==> config.mk <==
export PLATFORM = sky130hd
export DESIGN_NAME = cpcr_queue
export DESIGN_NICKNAME = d
export VERILOG_FILES = /design/src/sv/cpcr_pkg.sv /design/src/sv/cpcr_queue.sv
export SDC_FILE = /design/constraint.sdc
export NUM_CORES = 1
export LEC_CHECK = 0
export BUFFER_PORTS_ARGS = -buffer_cell sky130_fd_sc_hd__buf_2
export CAP_MARGIN = 10
export CORE_UTILIZATION = 51
export DETAILED_ROUTE_END_ITERATION = 8
export PLACE_DENSITY = 0.72
export SETUP_SLACK_MARGIN = 0.5
export SYNTH_ARGS = -nofsm -noshare
export SYNTH_HDL_FRONTEND = slang
export SYNTH_SLANG_ARGS = --single-unit
==> constraint.sdc <==
create_clock -name i_clk -period 7.08 [get_ports i_clk]
set_input_delay 2.124 -clock i_clk [delete_from_list [all_inputs] [get_ports i_clk]]
set_output_delay 2.124 -clock i_clk [all_outputs]
set_load 0.05 [all_outputs]
==> src/sv/cpcr_pkg.sv <==
// ----------------------------------------------------------------------------
// cpcr_pkg: shared types and constants for the circle pair collision resolver
// Widths of the datapath, the job record and the saturation helper.
// ----------------------------------------------------------------------------
package cpcr_pkg;

    localparam int POS_W   = 24;            // position width, signed q16.8
    localparam int DIAM_W  = 20;            // sprite diameter width
    localparam int MAG_W   = DIAM_W;        // |d| of a component when in range
    localparam int SQ_W    = 2 * MAG_W;     // one squared component
    localparam int SUM_W   = SQ_W + 1;      // dx^2 + dy^2
    localparam int EXT_W   = 8;             // extra fraction bits of the length
    localparam int RAD_W   = SQ_W + 2 * EXT_W;
    localparam int ROOT_W  = RAD_W / 2;
    localparam int REM_W   = ROOT_W + 3;
    localparam int DEP_W   = DIAM_W + EXT_W;
    localparam int PROD_W  = MAG_W + DEP_W;
    localparam int NUM_W   = PROD_W + 1;
    localparam int DVS_W   = ROOT_W + 1;
    localparam int DREM_W  = NUM_W + 1;
    localparam int Q_W     = MAG_W + 1;
    localparam int PUSH_W  = Q_W + 2;       // signed push
    localparam int WIDE_W  = POS_W + 2;     // position plus push before clamping
    localparam int QDEPTH  = 4;
    localparam int QPTR_W  = $clog2(QDEPTH);
    localparam int QCNT_W  = QPTR_W + 1;
    localparam logic [DIAM_W-1:0] DIAM_RESET = DIAM_W'(8192);

    // what travels with a pair through the whole datapath
    typedef struct packed {
        logic [POS_W-1:0] ax;
        logic [POS_W-1:0] ay;
        logic [POS_W-1:0] bx;
        logic [POS_W-1:0] by;
        logic             hit;
        logic             coinc;
        logic             sx;
        logic             sy;
        logic [MAG_W-1:0] mx;
        logic [MAG_W-1:0] my;
        logic [DIAM_W-1:0] dm;
    } t_ctx;

    // classified pair as queued between front and back
    typedef struct packed {
        t_ctx             ctx;
        logic [SUM_W-1:0] s;
    } t_job;

    function automatic logic [POS_W-1:0] sat_pos(input logic signed [WIDE_W-1:0] v);
        logic signed [WIDE_W-1:0] hi;
        logic signed [WIDE_W-1:0] lo;
        hi = WIDE_W'({1'b0, {(POS_W-1){1'b1}}});
        lo = -hi - WIDE_W'(1);
        if (v > hi) begin
            sat_pos = hi[POS_W-1:0];
        end else if (v < lo) begin
            sat_pos = lo[POS_W-1:0];
        end else begin
            sat_pos = v[POS_W-1:0];
        end
    endfunction

endpackage

==> src/sv/cpcr_queue.sv <==
// ----------------------------------------------------------------------------
// cpcr_queue: short job queue between front and back
// Register based fifo, one push and one pop per cycle.
// ----------------------------------------------------------------------------
module cpcr_queue import cpcr_pkg::*; (
    input  logic i_clk,
    input  logic i_rst_n,
    input  logic i_push,
    input  t_job i_job,
    output logic o_full,
    output logic o_valid,
    output t_job o_job,
    input  logic i_pop
);

    t_job              r_mem [QDEPTH];
    logic [QPTR_W-1:0] r_wr, r_rd;
    logic [QCNT_W-1:0] r_cnt;

    assign o_full  = r_cnt == QCNT_W'(QDEPTH);
    assign o_valid = r_cnt != '0;
    assign o_job   = r_mem[r_rd];

    always_ff @(posedge i_clk) begin
        if (i_push) begin
            r_mem[r_wr] <= i_job;
        end
    end

    always_ff @(posedge i_clk) begin
        if (!i_rst_n) begin
            r_wr  <= '0;
            r_rd  <= '0;
            r_cnt <= '0;
        end else begin
            if (i_push) begin
                r_wr <= r_wr + QPTR_W'(1);
            end
            if (i_pop) begin
                r_rd <= r_rd + QPTR_W'(1);
            end
            if (i_push && !i_pop) begin
                r_cnt <= r_cnt + QCNT_W'(1);
            end else if (!i_push && i_pop) begin
                r_cnt <= r_cnt - QCNT_W'(1);
            end
        end
    end

endmodule

==> metrics, run 1 <==
pin count of the biggest net entering global routing around 120; Data arrival, critical path 3.00 ns; Total Wirelength 56,800 µm; Finished Layout Cells 2,386; initial antenna violation count 17; measured slew at the worst slew-check pin about 1 ns; GRT Util Overall 0.195; RD Place Congestion ~0.76; Rel. slew slack 0.336; sequential fraction of the synthesis area 0.820; f_max about 200 MHz; Root Driver clkbuf_16; CP Capture Type output pin; Final Skew 0.0215 ns; share of cells above drive strength 1 0.457; Leak between 10 and 15 nW; DR pass1 iterations 4; Yosys reg bits about 800; grt total ovfl 0; final setup fails 0; WL per Instance about 24 µm; total die area about 0.059 mm²; final worst-path cycle share 0.724; fillers 3,965; CTS buffer count 80; Hold Violations, Final 0; clock sinks ~810; setup TNS 0 ns; RSZ-0062 raised after global routing false; PostCTS Resize Cnt 0; EDFF count, synth 804; cell area after synthesis ~0.03 mm²; die height approximately 240 µm; Req. time, crit path approximately 5.0 ns; H-tree depth 3; Core Util, Final 0.605; Synth cell types 21; DR DRC count 0; die width between 200 and 250 µm; ANT nets after route 0; Core Area roughly 0.058 mm²; startpoint types flip-flop; Avg Inst Size Synth 27.1 µm²; placed insts approximately 2,200; Max IR drop VDD ~250 µV; fin crit period ~5.1 ns; Max-Cap Viols 0; CP max FO 54; IO buf count between 400 and 500; vias in the first global route 13,900; CTS tree done; Area growth, synth to finish 17.4%; Worst-path clk slew 0.06 ns; I/O pin total approximately 400; DP Wirelength around 33,000 µm; dominant synthesized flop cell edfxtp_1; Post-Syn Instances between 1,000 and 1,500; clk buf depth 3; Initial Util 0.515; asr flop ratio synth 0; hold_buf cts 0; postcts setup bufs 0; first-pass GRT wire length approximately 86,000 µm; Worst Hold Class reg -> reg; drt via density between 5 and 6; Total Nets Final around 1,800; Skew-Pair Late Insertion Delay around 0.6 ns; # rows around 90; total power per unit cell area 319 mW/mm²; via count between 10,000 and 15,000; DR iter-0 viols around 860; WS Path Type reg -> out; status complete, no violations; synth warn 0; final slew viol count 0; syn nets around 1,300
-- cell families (layout without fill, tap and decap cells) --
| group | count (synthesis) | in the layout | synth area share |
|---|---|---|---|
| AND/OR/NAND/NOR | 15 | 15 | 0.00312 |
| other | 0 | 10 | 0 |
| buffers and inverters | 49 | 567 | 0.0189 |
| XOR/XNOR | 5 | 5 | 0.00148 |
| multiplexers | 203 | 203 | 0.153 |
| adder cells (fa/ha/maj) | 6 | 6 | 0.00278 |
| flip-flops | 813 | 813 | 0.820 |
| AO/OA/AOI/OAI | 2 | 2 | 0.000422 |
-- sequential cells by signal, indices dropped and copies added, names as in the netlist, named ones only --
register,flops
r_cnt,3
r_mem,804
r_wr,2
r_rd,2
-- area by class of cell --
cell class,count,area (µm²),area share
Sequential cell,813,24300,0.698
Timing Repair Buffer,423,2270,0.0652
Clock inverter,34,310,0.00891
Antenna cell,10,25.0,0.000718
Clock buffer,106,2140,0.0614
Tap cell,765,957,0.0275
Inverter,4,15.0,0.000431
Multi-Input combinational cell,231,4790,0.137
-- worst max-delay path, stage by stage (launching register included) --
cell     delay (ns)
dfxtp_4        1.01
buf_12         0.45
mux4_2         0.59
buf_2          0.23
-- path summary, 6_finish.rpt --
| kind | start | end | slack, ns | cells after the start |
|---|---|---|---|---|
| setup / recovery | flip-flop | o_job[165] | 1.95 | 3 |
| hold / removal | r_wr[1] | r_wr[1] | 0.56 | 2 |
| setup reg to reg | r_wr[0] | r_mem[2][52] | 4.71 | 4 |
| hold reg to reg | r_wr[1] | r_wr[1] | 0.56 | 2 |
-- power by group --
part / internal (mW) / total, mW / switching, mW / leakage [nW]
clock network: 2.31 / 3.99 / 1.68 / 1.20
logic: 0.447 / 1.53 / 1.09 / 2.95
registers: 5.54 / 5.60 / 0.0664 / 7.46
total: 8.29 / 11.1 / 2.84 / 11.6
-- layer usage --
metal	GRT usage	vias up	wire (µm)
met5	0	-	106
met2	0.315	408	28300
met4	0.0579	18	1140
li1	-	5683	-
met1	0.254	6862	22500
met3	0.0629	94	4770
-- cell usage in the layout, fill, tap and decap left out, drive strengths merged --
master and n:
buf 423, diode 10, edfxtp 804, mux4 201
clkbuf 106, bufinv 5, inv 9, mux2i 2
dfxtp 9, clkinv 24, a21boi 1, fa 1
or3 2, xnor2 2, o21ai 1, ha 5
xor2 3, and2 9, nor2b 2, nor3b 1
nand2 1
-- synthesized netlist by cell type, types with 2 or more instances --
cell / number / area share
xor2_1: 3 / 0.00089
edfxtp_1: 804 / 0.81
xnor2_1: 2 / 0.00059
and2_1: 9 / 0.0019
ha_1: 5 / 0.0021
inv_1: 4 / 0.00051
dfxtp_1: 9 / 0.0061
mux4_2: 201 / 0.15
mux2i_1: 2 / 0.00067
buf_2: 19 / 0.0032
or3_1: 2 / 0.00042
nor2b_1: 2 / 0.00042
clkbuf_1: 3 / 0.00038
buf_12: 21 / 0.014
-- metrics by stage --
stage                     area [µm²]  power (mW)  setup WS (ns)  hold slack (ns)
after floorplan                29700        6.88           2.05            0.467
after global placement         32400        7.23           2.47            0.489
after detailed placement       32400        7.26           2.47            0.543
after CTS                      34800        11.3           1.80            0.553
after global routing           34800        11.5           1.68            0.606
final                          34800        11.1           1.95            0.562
Note: power is estimated with default switching activity, not from simulation.
==> run 2: changes to the inputs <==
- CORE_UTILIZATION: 51 -> 57
- PLACE_DENSITY: 0.72 -> 0.76
- clock period: 7.08 -> 4.9 ns (I/O delays scaled with it)
==> run 2 against run 1 <==
  * Sequential power grew 45%
  * Hold slack lost 0.043 ns
  * Global-route usage grew 3.1 points
  * Register-to-register slack lost 1.9 ns
  * Critical path depth is the same
  * Non-clock buffer count grew 23
  * Flip-flop and latch count is the same
  * Clock-buffer cell count shrank 10
  * Core utilization grew 7.6 points
  * Clock skew grew 0.0014 ns
  * Largest cell class unchanged
==> metrics, run 2 (synthesis gave the netlist of run 1 again) <==
status complete, no violations; Final Skew ~0.023 ns; Total Nets Final 1,785; Worst-path clk slew roughly 0.06 ns; GRT Util Overall 0.226; CP Capture Type output pin; Total Wirelength 59,400 µm; Sequential cell area around 0.024 mm²; RSZ-0062 raised after global routing false; fillers a little over 3,000; CTS buffer count 78; Root Driver clkbuf_16; DP Wirelength ~36,000 µm; clock sinks between 800 and 900; I/O pin total around 410; via count approximately 13,000; largest register by flop count r_mem; # rows 83; total power per unit cell area approximately 460 mW/mm²; buffers and inverters on the worst path 2; power share of the clock group 0.351; Leak about 12 nW; final slew viol count 0; PostCTS Resize Cnt 0; share of cells above drive strength 1 0.460; Hold Violations, Final 0; die width 230 µm; IO buf count 407; Req. time, crit path 3.43 ns; most frequent cells in the layout edfxtp_1 (804), buf_2 (407), mux4_2 (201); Regs by FF count r_mem (804), r_cnt (3); fin crit period about 4.1 ns; Int Power about 12 mW; placed insts about 2,200; critical path's largest stage delay 0.78 ns; Initial Util 0.577; DR pass1 iterations 5; WS Path Type reg -> out; Logic pwr share 0.142; Switching Share 0.259; die height 230 µm; setup TNS 0 ns; multi-input logic area about 0.0048 mm²; DR DRC count 0; startpoint types flip-flop; register share of total power 0.507; worst hold slack roughly 0.52 ns; CTS tree done; hold_buf cts 0; postcts setup bufs 0; Core Util, Final 0.681; final setup fails 0; H-tree depth 3; pin count of the biggest net entering global routing 59; Rel. slew slack 0.424; measured slew at the worst slew-check pin around 0.86 ns; initial antenna violation count 26; WL per Instance approximately 26 µm; delay-heaviest family, CP flip-flops; final worst-path cycle share 0.834; drt via density between 5 and 6; most common library cell in the layout ignoring fill and taps edfxtp_1; grt total ovfl 0; Max IR drop VDD between 300 and 400 µV; slowest CP cell dfxtp_4; CP max FO 29; vias in the first global route ~14,000; Data arrival, critical path between 2 and 3 ns; max reg flops 804; Skew-Pair Late Insertion Delay 0.61 ns; total die area approximately 0.053 mm²; f_max 245 MHz; Finished Layout Cells 2,328; first-pass GRT wire length around 87,000 µm; Area growth, synth to finish 18.0%; Worst Hold Class reg -> reg; clk buf depth 3; Psw between 4 and 5 mW; RD Place Congestion 0.770; critical path cell sequence buf_4 -> mux4_2 -> buf_2; Max-Cap Viols 0; ANT nets after route 0; DR iter-0 viols between 1,000 and 1,500; Core Area slightly above 0.05 mm²
[run 2: cell count changes in the layout (fill, tap and decap cells not counted), sizes merged]
cell      delta
buf         +23
inv          -3
diode        +2
bufinv       -1
clkbuf      -10
clkinv      +14
clkinvlp     +2
[run 2: layout make-up]
type                            instances  area share
Antenna cell                           12    0.000858
Clock buffer                           96      0.0583
Inverter                                4    0.000429
Timing Repair Buffer                  446      0.0744
Clock inverter                         46     0.00955
Tap cell                              680      0.0243
Multi-Input combinational cell        231       0.137
Sequential cell                       813       0.695
[run 2: worst paths after layout]
| path | start | end | slack (ns) | cells past startpoint |
|---|---|---|---|---|
| worst max-delay path | flip-flop | o_job[85] | 0.81 | 3 |
| worst min-delay path | r_cnt[2] | r_cnt[2] | 0.52 | 2 |
| worst min register to register | r_cnt[2] | r_cnt[2] | 0.52 | 2 |
| worst max register to register | r_wr[0] | r_mem[1][163] | 2.82 | 3 |
[run 2: through the flow]
stage,power [mW],setup WS (ns),instance area [µm²]
floorplan,9.94,0.528,29700
global placement,10.5,1.35,32600
detailed placement,10.5,1.36,32600
CTS,16.1,0.698,35000
global route,16.4,0.640,35000
finish,16.0,0.814,35000
[run 2: worst min-delay path: stages (launching register included)]
cell and delay, ns:
dfxtp_1 0.33, o21ai_0 0.07, a21boi_0 0.07
[run 2: layer usage]
| layer | up-vias | global-route usage | share of wire |
|---|---|---|---|
| met5 | - | 0 | 0.0029 |
| met3 | 113 | 0.0753 | 0.091 |
| li1 | 5738 | - | - |
| met1 | 7025 | 0.284 | 0.37 |
| met2 | 542 | 0.369 | 0.51 |
| met4 | 28 | 0.0799 | 0.022 |
[run 2: power by group through the flow]
stage	sequential [mW]	clock [mW]	combinational, mW
CTS	8.11	5.70	2.30
global route	8.13	5.93	2.37
floorplan	8.22	0	1.73
global placement	8.22	0	2.27
detailed placement	8.25	0	2.28
finish	8.10	5.60	2.27
